### src/hdl/utf8_stream_validator_defines.svh
// Assertion macros used by the validator top level.
`ifndef UTF8_STREAM_VALIDATOR_DEFINES_SVH
`define UTF8_STREAM_VALIDATOR_DEFINES_SVH

// Same-cycle implication, checked outside reset.
`define U8V_ASSERT_NOW(lbl, ante, cons) \
    lbl: assert property (@(posedge clk) disable iff (!rst_n) (ante) |-> (cons)) \
        else $error("u8v: same-cycle check failed");

// Next-cycle implication, checked outside reset.
`define U8V_ASSERT_NEXT(lbl, ante, cons) \
    lbl: assert property (@(posedge clk) disable iff (!rst_n) (ante) |=> (cons)) \
        else $error("u8v: next-cycle check failed");

`endif

### src/hdl/u8v_pkg.sv
// Shared types, byte class codes and code point checks for the UTF-8 validator.
package u8v_pkg;

    // Byte class codes
    localparam logic [2:0] KIND_ASCII = 3'd0;
    localparam logic [2:0] KIND_LEAD2 = 3'd1;
    localparam logic [2:0] KIND_LEAD3 = 3'd2;
    localparam logic [2:0] KIND_LEAD4 = 3'd3;
    localparam logic [2:0] KIND_CONT  = 3'd4;
    localparam logic [2:0] KIND_BAD   = 3'd5;

    // Code point limits
    localparam logic [20:0] CP_MIN2      = 21'h000080;
    localparam logic [20:0] CP_MIN3      = 21'h000800;
    localparam logic [20:0] CP_MIN4      = 21'h010000;
    localparam logic [20:0] CP_SURR_LO   = 21'h00D800;
    localparam logic [20:0] CP_SURR_HI   = 21'h00DFFF;
    localparam logic [20:0] CP_MAX       = 21'h10FFFF;

    // Sequence lengths
    localparam logic [2:0] SEQ_LEN2 = 3'd2;
    localparam logic [2:0] SEQ_LEN3 = 3'd3;
    localparam logic [2:0] SEQ_LEN4 = 3'd4;

    // Class queue geometry
    localparam int Q_DEPTH = 4;
    localparam int Q_PTR_W = 2;
    localparam int Q_CNT_W = 3;

    typedef struct packed {
        logic [2:0] kind;
        logic [5:0] payload;
        logic       last;
    } class_t;

    typedef struct packed {
        logic empty;
        logic full;
    } qstat_t;

    // Overlong, surrogate or out-of-range check on a finished code point
    function automatic logic cp_bad(input logic [2:0] len, input logic [20:0] cp);
        logic bad;
        bad = 1'b0;
        if (len == SEQ_LEN2 && cp < CP_MIN2)
        begin
            bad = 1'b1;
        end
        if (len == SEQ_LEN3 && cp < CP_MIN3)
        begin
            bad = 1'b1;
        end
        if (len == SEQ_LEN4 && cp < CP_MIN4)
        begin
            bad = 1'b1;
        end
        if (cp >= CP_SURR_LO && cp <= CP_SURR_HI)
        begin
            bad = 1'b1;
        end
        if (cp > CP_MAX)
        begin
            bad = 1'b1;
        end
        return bad;
    endfunction

endpackage

### src/hdl/utf8_stream_validator.sv
// UTF-8 stream validator top level: front classifier, class queue, back state engine.
// A pushed byte is stored in the class queue, then its result in the result queue.
// Throughput: one byte per cycle while the class queue is not full; one byte per cycle
// leaves it while a result slot is free; the back end's sequence update has no busy state.
// Reset (rst_n low, asynchronous) empties both queues and clears the sequence state.
`include "utf8_stream_validator_defines.svh"

module utf8_stream_validator
(
    input  logic       clk,
    input  logic       rst_n,
    input  logic       push,
    output logic       full,
    input  logic [7:0] data_byte,
    input  logic       last_byte,
    output logic       empty,
    input  logic       pop,
    output logic       string_done,
    output logic       still_valid
);

    u8v_pkg::qstat_t q_stat;
    u8v_pkg::class_t wr_item;
    u8v_pkg::class_t rd_item;
    logic            q_wr;
    logic            q_rd;

    u8v_front u_front
    (
        .push      (push),
        .data_byte (data_byte),
        .last_byte (last_byte),
        .q_stat    (q_stat),
        .full      (full),
        .q_wr      (q_wr),
        .q_item    (wr_item)
    );

    u8v_queue u_queue
    (
        .clk     (clk),
        .rst_n   (rst_n),
        .wr_en   (q_wr),
        .wr_item (wr_item),
        .rd_en   (q_rd),
        .rd_item (rd_item),
        .stat    (q_stat)
    );

    u8v_back u_back
    (
        .clk         (clk),
        .rst_n       (rst_n),
        .q_stat      (q_stat),
        .q_item      (rd_item),
        .q_rd        (q_rd),
        .pop         (pop),
        .empty       (empty),
        .string_done (string_done),
        .still_valid (still_valid)
    );

    // A transferred byte is waiting in the class queue on the next cycle
    `U8V_ASSERT_NEXT(a_push_lands, push && !full, !q_stat.empty)
    // A byte taken by the back end leaves a result to pop
    `U8V_ASSERT_NEXT(a_take_gives_result, q_rd, !empty)
    // The back end never reads an empty class queue
    `U8V_ASSERT_NOW(a_no_underrun, q_rd, !q_stat.empty)

endmodule

### src/hdl/u8v_front.sv
// Front end: accepts input bytes and classifies each one for the back end.
module u8v_front
(
    input  logic              push,
    input  logic [7:0]        data_byte,
    input  logic              last_byte,
    input  u8v_pkg::qstat_t   q_stat,
    output logic              full,
    output logic              q_wr,
    output u8v_pkg::class_t   q_item
);

    // Stall the producer while the class queue is full
    assign full = q_stat.full;
    assign q_wr = push && !q_stat.full;

    // Classify the byte and keep its value bits for lead and continuation bytes
    always_comb
    begin
        q_item.last    = last_byte;
        q_item.payload = 6'd0;
        q_item.kind    = u8v_pkg::KIND_BAD;
        case (data_byte) inside
            [8'h00:8'h7F]:
            begin
                q_item.kind = u8v_pkg::KIND_ASCII;
            end
            [8'h80:8'hBF]:
            begin
                q_item.kind    = u8v_pkg::KIND_CONT;
                q_item.payload = data_byte[5:0];
            end
            [8'hC2:8'hDF]:
            begin
                q_item.kind    = u8v_pkg::KIND_LEAD2;
                q_item.payload = {1'b0, data_byte[4:0]};
            end
            [8'hE0:8'hEF]:
            begin
                q_item.kind    = u8v_pkg::KIND_LEAD3;
                q_item.payload = {2'b00, data_byte[3:0]};
            end
            [8'hF0:8'hF4]:
            begin
                q_item.kind    = u8v_pkg::KIND_LEAD4;
                q_item.payload = {3'b000, data_byte[2:0]};
            end
            default:
            begin
                q_item.kind = u8v_pkg::KIND_BAD;
            end
        endcase
    end

endmodule

### src/hdl/u8v_queue.sv
// Small queue of classified bytes between the front end and the back end.
module u8v_queue
(
    input  logic              clk,
    input  logic              rst_n,
    input  logic              wr_en,
    input  u8v_pkg::class_t   wr_item,
    input  logic              rd_en,
    output u8v_pkg::class_t   rd_item,
    output u8v_pkg::qstat_t   stat
);

    u8v_pkg::class_t                  slot_reg [u8v_pkg::Q_DEPTH];
    logic [u8v_pkg::Q_PTR_W-1:0]      wr_ptr_reg;
    logic [u8v_pkg::Q_PTR_W-1:0]      wr_ptr_next;
    logic [u8v_pkg::Q_PTR_W-1:0]      rd_ptr_reg;
    logic [u8v_pkg::Q_PTR_W-1:0]      rd_ptr_next;
    logic [u8v_pkg::Q_CNT_W-1:0]      cnt_reg;
    logic [u8v_pkg::Q_CNT_W-1:0]      cnt_next;

    assign stat.empty = (cnt_reg == '0);
    assign stat.full  = (cnt_reg == u8v_pkg::Q_CNT_W'(u8v_pkg::Q_DEPTH));
    assign rd_item    = slot_reg[rd_ptr_reg];

    // Advance pointers and count on each transfer
    always_comb
    begin
        wr_ptr_next = wr_ptr_reg + u8v_pkg::Q_PTR_W'(wr_en);
        rd_ptr_next = rd_ptr_reg + u8v_pkg::Q_PTR_W'(rd_en);
        cnt_next    = cnt_reg;
        if (wr_en && !rd_en)
        begin
            cnt_next = cnt_reg + u8v_pkg::Q_CNT_W'(1);
        end
        else if (!wr_en && rd_en)
        begin
            cnt_next = cnt_reg - u8v_pkg::Q_CNT_W'(1);
        end
    end

    always_ff @(posedge clk or negedge rst_n)
    begin
        if (!rst_n)
        begin
            wr_ptr_reg <= '0;
            rd_ptr_reg <= '0;
            cnt_reg    <= '0;
        end
        else
        begin
            wr_ptr_reg <= wr_ptr_next;
            rd_ptr_reg <= rd_ptr_next;
            cnt_reg    <= cnt_next;
        end
    end

    // Store the incoming item
    always_ff @(posedge clk)
    begin
        if (wr_en)
        begin
            slot_reg[wr_ptr_reg] <= wr_item;
        end
    end

endmodule

### src/hdl/u8v_back.sv
// Back end: runs the sequence state per byte and queues one result per byte.
module u8v_back
(
    input  logic              clk,
    input  logic              rst_n,
    input  u8v_pkg::qstat_t   q_stat,
    input  u8v_pkg::class_t   q_item,
    output logic              q_rd,
    input  logic              pop,
    output logic              empty,
    output logic              string_done,
    output logic              still_valid
);

    // Sequence state
    logic [1:0]  pending_reg;
    logic [1:0]  pending_next;
    logic [2:0]  seq_len_reg;
    logic [2:0]  seq_len_next;
    logic [20:0] cp_reg;
    logic [20:0] cp_next;
    logic        err_reg;
    logic        err_next;
    logic        ok;
    logic [20:0] cp_shift;
    logic [1:0]  pending_dec;

    // Result queue, two entries
    logic        res_done_reg [2];
    logic        res_ok_reg   [2];
    logic        res_wr_ptr_reg;
    logic        res_rd_ptr_reg;
    logic [1:0]  res_cnt_reg;
    logic [1:0]  res_cnt_next;
    logic        res_pop;

    // Take a byte whenever one waits and a result slot is free
    assign q_rd    = !q_stat.empty && (res_cnt_reg != 2'd2);
    assign res_pop = pop && !empty;

    assign cp_shift    = {cp_reg[14:0], q_item.payload};
    assign pending_dec = pending_reg - 2'd1;

    // Next sequence state for the byte at the queue head
    always_comb
    begin
        pending_next = pending_reg;
        seq_len_next = seq_len_reg;
        cp_next      = cp_reg;
        err_next     = err_reg;
        if (!err_reg)
        begin
            if (pending_reg != 2'd0)
            begin
                if (q_item.kind != u8v_pkg::KIND_CONT)
                begin
                    err_next     = 1'b1;
                    pending_next = 2'd0;
                end
                else
                begin
                    cp_next      = cp_shift;
                    pending_next = pending_dec;
                    if (pending_dec == 2'd0)
                    begin
                        err_next     = u8v_pkg::cp_bad(seq_len_reg, cp_shift);
                        seq_len_next = 3'd0;
                        cp_next      = 21'd0;
                    end
                end
            end
            else
            begin
                case (q_item.kind)
                    u8v_pkg::KIND_ASCII:
                    begin
                        err_next = 1'b0;
                    end
                    u8v_pkg::KIND_LEAD2:
                    begin
                        seq_len_next = u8v_pkg::SEQ_LEN2;
                        cp_next      = {15'd0, q_item.payload};
                        pending_next = 2'd1;
                    end
                    u8v_pkg::KIND_LEAD3:
                    begin
                        seq_len_next = u8v_pkg::SEQ_LEN3;
                        cp_next      = {15'd0, q_item.payload};
                        pending_next = 2'd2;
                    end
                    u8v_pkg::KIND_LEAD4:
                    begin
                        seq_len_next = u8v_pkg::SEQ_LEN4;
                        cp_next      = {15'd0, q_item.payload};
                        pending_next = 2'd3;
                    end
                    default:
                    begin
                        err_next = 1'b1;
                    end
                endcase
            end
        end
        // Verdict, then clear everything at string end
        ok = !err_next;
        if (q_item.last)
        begin
            if (pending_next != 2'd0)
            begin
                ok = 1'b0;
            end
            pending_next = 2'd0;
            seq_len_next = 3'd0;
            cp_next      = 21'd0;
            err_next     = 1'b0;
        end
    end

    always_ff @(posedge clk or negedge rst_n)
    begin
        if (!rst_n)
        begin
            pending_reg <= 2'd0;
            seq_len_reg <= 3'd0;
            cp_reg      <= 21'd0;
            err_reg     <= 1'b0;
        end
        else if (q_rd)
        begin
            pending_reg <= pending_next;
            seq_len_reg <= seq_len_next;
            cp_reg      <= cp_next;
            err_reg     <= err_next;
        end
    end

    // Track result queue occupancy
    always_comb
    begin
        res_cnt_next = res_cnt_reg;
        if (q_rd && !res_pop)
        begin
            res_cnt_next = res_cnt_reg + 2'd1;
        end
        else if (!q_rd && res_pop)
        begin
            res_cnt_next = res_cnt_reg - 2'd1;
        end
    end

    always_ff @(posedge clk or negedge rst_n)
    begin
        if (!rst_n)
        begin
            res_wr_ptr_reg <= 1'b0;
            res_rd_ptr_reg <= 1'b0;
            res_cnt_reg    <= 2'd0;
        end
        else
        begin
            res_cnt_reg <= res_cnt_next;
            if (q_rd)
            begin
                res_wr_ptr_reg <= !res_wr_ptr_reg;
            end
            if (res_pop)
            begin
                res_rd_ptr_reg <= !res_rd_ptr_reg;
            end
        end
    end

    // Hold each result until it is transferred
    always_ff @(posedge clk)
    begin
        if (q_rd)
        begin
            res_done_reg[res_wr_ptr_reg] <= q_item.last;
            res_ok_reg[res_wr_ptr_reg]   <= ok;
        end
    end

    assign empty       = (res_cnt_reg == 2'd0);
    assign string_done = res_done_reg[res_rd_ptr_reg];
    assign still_valid = res_ok_reg[res_rd_ptr_reg];

endmodule

### config.mk
export PLATFORM = sky130hd
export DESIGN_NAME = utf8_stream_validator
export DESIGN_NICKNAME = d
export VERILOG_FILES = /design/src/hdl/u8v_pkg.sv /design/src/hdl/utf8_stream_validator.sv /design/src/hdl/u8v_front.sv /design/src/hdl/u8v_queue.sv /design/src/hdl/u8v_back.sv
export VERILOG_INCLUDE_DIRS = /design/src /design/src/hdl
export SDC_FILE = /design/constraint.sdc
export NUM_CORES = 1
export LEC_CHECK = 0
export ABC_CLOCK_PERIOD_IN_PS = 2300
export BUFFER_PORTS_ARGS = -buffer_cell sky130_fd_sc_hd__buf_4
export CAP_MARGIN = 0
export CORE_MARGIN = 8
export CORE_UTILIZATION = 47
export DETAILED_ROUTE_END_ITERATION = 8
export PLACE_DENSITY = 0.66
export SYNTH_ARGS = -nofsm -noshare
export SYNTH_HDL_FRONTEND = slang
export SYNTH_SLANG_ARGS = --single-unit
### constraint.sdc
create_clock -name clk -period 2.3 [get_ports clk]
set_input_delay 0.46 -clock clk [delete_from_list [all_inputs] [get_ports clk]]
set_output_delay 0.46 -clock clk [all_outputs]
set_load 0.05 [all_outputs]
# After elaboration in Yosys (flattened, before gate mapping)
# Memories as Yosys holds them, arrays and structs flattened.
# Cells that the tools add are included.
# Widths: inputs -> output; s select.
dict set report op_classes {
  add_sub_neg 7
  magnitude_cmp 16
  n_eq_ne 12
  mux 48
  reduce_logical 39
}
# cell n
set ops {}
lappend ops {{$mux 15} 6}
lappend ops {{$mux 3} 13}
lappend ops {{$ge 8x8->1 const B} 4}
lappend ops {{$le 8x8->1 const B} 4}
lappend ops {{$ge 21x16->1 const B} 1}
lappend ops {{$gt 21x21->1 const B} 1}
lappend ops {{$le 21x16->1 const B} 1}
lappend ops {{$lt 21x12->1 const B} 1}
lappend ops {{$lt 21x17->1 const B} 1}
lappend ops {{$lt 21x8->1 const B} 1}
lappend ops {{$mux 6} 3}
lappend ops {{$mux 1} 17}
lappend ops {{$logic_and 1x1->1} 16}
lappend ops {{$eq 3x2->1 const B} 4}
lappend ops {{$mux 2} 6}
lappend ops {{$logic_not 1->1} 9}
lappend ops {{$pmux 3 s3} 1}
lappend ops {{$ge 8x1->1 const B} 1}
lappend ops {{$le 8x7->1 const B} 1}
lappend ops {{$reduce_bool 2->1} 4}
lappend ops {{$eq 3x3->1 const B} 2}
lappend ops {{$logic_not 3->1} 2}
lappend ops {{$ne 3x2->1 const B} 2}
lappend ops {{$pmux 2 s3} 1}
lappend ops {{other kinds (17)} 20}
dict set report totals {
  ff_bits 32
  ramBits 44
  in_bits 13
  out_inout_bits 4
  wordCells 135
  mem_count 3
}
# name depth width read_ports rd_clocked_by_memory_dff write_ports line_no
set mem_list {}
lappend mem_list {u_queue.slot_reg 4 10 1 0 1 u8v_queue.sv:13} ;# u8v_pkg::class_t slot_reg [u8v_pkg::Q_DEPTH];
lappend mem_list {u_back.res_done_reg 2 1 1 0 1 u8v_back.sv:29} ;# logic res_done_reg [2];
lappend mem_list {u_back.res_ok_reg 2 1 1 0 1 u8v_back.sv:30} ;# logic res_ok_reg [2];

# Longest topological paths before layout
# An unclocked memory read counts as a cell.
dict set report depth {
  ltp_word 15
  mapped_depth 9
  ltp_nobuf 9
}

# Cells and area by module
# Synthesis repeated with hierarchy kept, for this count alone.
dict set report hier_totals {
  cells_unflattened 248
  area_unflattened_um2 3453.3
}
# module instances cells_per_inst area_each_um2 seq_area_each_um2
set modules_own_cells {}
lappend modules_own_cells {u8v_queue 1 79 1784.2 1376.3}
lappend modules_own_cells {u8v_back 1 144 1516.5 745.7}
lappend modules_own_cells {u8v_front 1 25 152.6 0.0}

# Worst setup path after synthesis
# Ideal clock, no wire load.
dict set report synth_path {
  kind {register to register}
  start {register u_queue.cnt_reg[0] (netlist name)}
  end {register u_queue.cnt_reg[1] (netlist name)}
  setup_time_ns 0.125
  t_arrival_ns 2.859
  t_required_ns 2.175
  path_slack_ns -0.684
  stages_incl_launch_ff 8
  path_buffers 0
  synth_period_minus_slack_ns 2.984
  path_cell_list {dfrtp_1 nor3b_1 nand2b_1 inv_1 ha_1 inv_1 fa_1 mux2_2}
}
dict set report synth_via {
  word_cells_on_any_way 15
  classes_between {add/sub (2); eq/ne (1); mux (2); reduce/logical (10)}
}
# element line_no
set synth_lines {}
lappend synth_lines {{start: declaration} u8v_queue.sv:18} ;# logic [u8v_pkg::Q_CNT_W-1:0] cnt_reg;
lappend synth_lines {{start signal: assignment} u8v_queue.sv:53} ;# cnt_reg <= cnt_next;
lappend synth_lines {{$eq 3x3->1} u8v_queue.sv:22} ;# assign stat.full = (cnt_reg == u8v_pkg::Q_CNT_W'(u8v_pkg::Q_DEPTH));
lappend synth_lines {{named net full} utf8_stream_validator.sv:13} ;# output logic full,
lappend synth_lines {{$logic_not 1->1} u8v_front.sv:15} ;# assign q_wr = push && !q_stat.full;
lappend synth_lines {{$logic_and 1x1->1} u8v_front.sv:15}
lappend synth_lines {{$logic_and 1x1->1} u8v_queue.sv:31} ;# if (wr_en && !rd_en)
lappend synth_lines {{$mux 3} u8v_queue.sv:31}
lappend synth_lines {{named net u_queue.cnt_next, one bit} u8v_queue.sv:19} ;# logic [u8v_pkg::Q_CNT_W-1:0] cnt_next;
# The timed path passes the listed nets, and every way through them passes these cells. The select of a mux whose other input is x is not followed.
# A chain may end at the register's enable or synchronous reset.

# Worst setup path in the final report
dict set report layout_path {
  start {register u_queue.rd_ptr_reg[0] (netlist name)}
  end {register u_back.seq_len_reg[0]}
}
dict set report layout_via {
  elab_chain_cells 6
  word_cells_on_any_way 14
  classes_between {eq/ne (7); mux (4); reduce/logical (2); memory (1)}
}
# element line_no
set layout_lines {}
lappend layout_lines {{start: declaration} u8v_queue.sv:16} ;# logic [u8v_pkg::Q_PTR_W-1:0] rd_ptr_reg;
lappend layout_lines {{start signal: assignment} u8v_queue.sv:52} ;# rd_ptr_reg <= rd_ptr_next;
lappend layout_lines {{$mem_v2 4x10 *} --}
lappend layout_lines {{$eq 3x2->1 or $eq 3x1->1 (tied branches)} u8v_back.sv:74} ;# case (q_item.kind)
lappend layout_lines {{$pmux 3 s3} u8v_back.sv:74}
lappend layout_lines {{$mux 3} u8v_back.sv:53} ;# if (pending_reg != 2'd0)
lappend layout_lines {{$mux 3} u8v_back.sv:51} ;# if (!err_reg)
lappend layout_lines {{$mux 3} u8v_back.sv:106} ;# if (q_item.last)
lappend layout_lines {{end signal: assignment} u8v_back.sv:131} ;# seq_len_reg <= seq_len_next;
lappend layout_lines {{end: declaration} u8v_back.sv:18} ;# logic [2:0] seq_len_reg;
# Mark *: on every way between the ends. The rest lies on a longest branch, timed or not. The select of a mux whose other input is x is not followed.

==> flow_summary.toml <==
[cells_and_area]
fillCellCount = 607
fraction_of_final_layout_cells_with_drive_strength_greater_than_1 = 0.2329
layout_commonest_cell = "edfxtp_1"
area_growth_pct = 15.98
layout.area.seq_sq_um = 2123
post-route-util = 0.5689
largest_register_ffs = 40
area_taken_by_multi_input_logic_gates_sq_um = 1180
n_antenna_cell = 0
count_of_nets_after_finishing = 307
mostFrequentLayoutCells = "44 x edfxtp_1, 34 x nand2_1, 32 x buf_4"

[grt]
gr-usage-all-layers = 0.1295
globalRoute.busiestLayer = "met2"
grt.overflow.total = 0
global_route.usage.met1 = 0.1620
antenna_found_initial = 0
grt_pass1_vias = 2104
pin_count_of_the_biggest_net_entering_global_routing = 33
global_route.usage.met3 = 0.03253
wire_length_of_the_first_global_routing_pass_mm = 10.07
grt_util_met2 = 0.2077

[drt]
post_detailed_route_wirelength_per_cell_microns = 14.92
number_of_nets_still_failing_antenna_checks_after_routing = 0
detailroute.via_count = 2003
detail_route.wirelength_mm = 5.788
route.detailed.vias_per_inst = 5.162
detailedRoute.firstIterationViolations = 55
drt-pass1-iter-count = 4
remaining_drc_errors = 0

[setup_path]
worst-endpoint-arrival_ps = 2440
delay_heaviest_family_cp = "simple AND/OR/NAND/NOR gates"
worst_setup_path_start_kind = "flip-flop"
cp_data_required_time_ps = 2530
buffers_plus_inverters_on_the_worst_setup_path = 0
setup.worst_path.end_class = "flip-flop"
critical-path-max-stage-delay_ps = 590
path_max_fanout = 6
type_of_the_worst_setup_path = "reg2reg"
critical-path-slowest-cell = "mux4_2"
series_of_cell_instances_along_the_critical_path = "mux4_2 > nor2_1 > and4_1 > a211oi_2 > or2_1 > o41ai_2"

[outcome]
outcome = "completed"

[placed_design]
gp_congestion = 0.7865
detailed_place_hpwl_mm = 4.165
port-buffer-count = 16
pre_cts_slack_ps = 32.52

[floorplanning]
die_width_microns = 100.4
std_cell_rows = 30
die-area_sq_um = 10090
io_pins = 17
floorplan.initialDensity = 0.4905
fp.coreArea_sq_um = 6832
die_h_microns = 100.4

[sta]
final-setup-viol-count = 0
period_share = 0.9608
timing.final.max_slew_violations = 0
hold_fails_final_rpt = 0
worst_slew_pin_slew_ps = 513.1
fmax_mhz = 452.5
final_critical_path_setup_slack_ps = 90.22
slew_headroom = 0.6579
worst_clock_skew_ps = 10.44
min_period_ps = 2210

[yosys]
synth_top_family_by_area = "simple AND/OR/NAND/NOR gates"
synth.avg_cell_area_sq_um = 13.30
synth_fp_nets = 272
yosys.area_share.simple = 0.1262
synth_sequential_area_ratio = 0.6333
synthCells = 252
proportion_of_synthesized_area_in_mux_cells = 0.07730
netlist-cell-type-count = 46
postSynth.topFlopCell = "edfxtp_1"
synth_adder_area_share = 0.02838
post_synthesis_cell_area_sq_um = 3351
post_synth_xor_area_fraction = 0.02875
yosys_register_bits = 76
synth.yosys.warnings = 0
asyncSetResetFlopFracSynth = 0.4211
synth_compound_area_frac = 0.08364
edff_count_synth = 44

[cts]
worst_skew_pair.late_latency_ps = 350
max_clock_buf_depth = 2
cts_inserted_buffers = 9
cts_sinks = 76
root_driver = "clkbuf_8"
cts.hold.buffers_added = 0
tritoncts_clock_tree = "built"
htree_levels = 3
clk_pin_slew_worst_paths_ps = 80

[power_and_ir_drop]
leakage_uw = 0.001517
tot_pwr_uw = 5344
powerDensity_nw_per_um2 = 1375
ir_drop_mv = 0.5801

[run]
cap_viol_max_count = 0

[hold_path]
hold_path.class = "in2async"
==> synth_stat cells (2+ instances only) <==
| library cell | instances | area, sq um |
|---|---|---|
| or2_1 | 2 | 12.51 |
| ha_1 | 6 | 75.07 |
| dfrtp_1 | 32 | 800.8 |
| nor3b_1 | 2 | 15.01 |
| nor2_1 | 12 | 45.04 |
| clkbuf_1 | 5 | 18.77 |
| inv_1 | 8 | 30.03 |
| nand2b_1 | 12 | 75.07 |
| buf_2 | 3 | 15.01 |
| edfxtp_1 | 44 | 1321 |
| xor2_1 | 7 | 61.31 |
| mux4_2 | 10 | 225.2 |
| a21oi_1 | 7 | 35.03 |
| and2_1 | 4 | 25.02 |
| nor3_1 | 4 | 20.02 |
| nand2_1 | 34 | 127.6 |
| nor2b_1 | 2 | 12.51 |
| nor4_1 | 4 | 25.02 |
| o22ai_1 | 2 | 12.51 |
| mux2_2 | 3 | 33.78 |
| xnor2_1 | 4 | 35.03 |
| a21o_1 | 2 | 15.01 |
| o21ai_0 | 20 | 100.1 |
==> cell families after synthesis <==
| family | count (synthesis) |
|---|---|
| AO/OA/AOI/OAI | 44 |
| XOR/XNOR | 11 |
| adder cells (fa/ha/maj) | 7 |
| buffers and inverters | 17 |
| flip-flops | 76 |
| multiplexers | 13 |
| AND/OR/NAND/NOR | 84 |
==> layout make-up <==
class / count / area share
Tap cell: 96 / 0.03091
Timing Repair Buffer: 33 / 0.06471
Clock inverter: 7 / 0.01481
Inverter: 8 / 0.007727
Sequential cell: 76 / 0.5464
Multi-Input combinational cell: 159 / 0.3036
Clock buffer: 9 / 0.03187
==> path summary, 6_finish.rpt <==
path,startpoint,endpoint,slack (ps),cells past startpoint
max in group asynchronous,rst_n,u_queue.rd_ptr_reg[0]$_DFF_PN0_,1940,1
min in group clk,last_byte,u_queue.slot_reg[0][0]$_DFFE_PP_,320,1
setup / recovery,u_queue.rd_ptr_reg[0]$_DFF_PN0_,u_back.seq_len_reg[0]$_DFFE_PN0P_,90,6
setup reg to reg,u_queue.rd_ptr_reg[0]$_DFF_PN0_,u_back.seq_len_reg[0]$_DFFE_PN0P_,90,6
hold reg to reg,u_back.cp_reg[0]$_DFFE_PN0P_,u_back.cp_reg[0]$_DFFE_PN0P_,480,2
hold / removal,rst_n,u_back.cp_reg[6]$_DFFE_PN0P_,40,1
==> power breakdown <==
group	internal (uW)	switching [uW]	leakage (uW)	total, uW
sequential	1880	235	0.000823	2120
combinational	1040	1260	0.000611	2300
clock	404	521	0.0000829	925
==> repair_timing <==
item	CTS	global route
setup endpoints to repair	0	17
setup buffers	0	2
resized for setup	0	4
==> per-stage QoR <==
stage / setup TNS (ps) / std cells / instance area, sq um / hold slack (ps)
6_report: 0 / 388 / 3886 / 40.90
5_1_grt: -30.75 / 388 / 3886 / 64.85
4_1_cts: 0 / 386 / 3851 / 48.87
3_5_place_dp: 0 / 370 / 3670 / 429.9
3_3_place_gp: 0 / 370 / 3670 / 429.8
2_1_floorplan: 0 / 252 / 3362 / 164.4
==> worst reg2reg max path: cells and delay by family, from the launching register on <==
family | cells | cell delay [ps]
flip-flops | 1 | 440
AND/OR/NAND/NOR | 3 | 710
AO/OA/AOI/OAI | 2 | 360
multiplexers | 1 | 590
==> layer usage <==
| metal | vias to the layer above | share of wire |
|---|---|---|
| met5 | - | 0 |
| met4 | 0 | 0.018 |
| met3 | 9 | 0.028 |
| met2 | 22 | 0.48 |
| met1 | 984 | 0.47 |
| li1 | 988 | - |
Note: power is estimated with default switching activity, not from simulation.
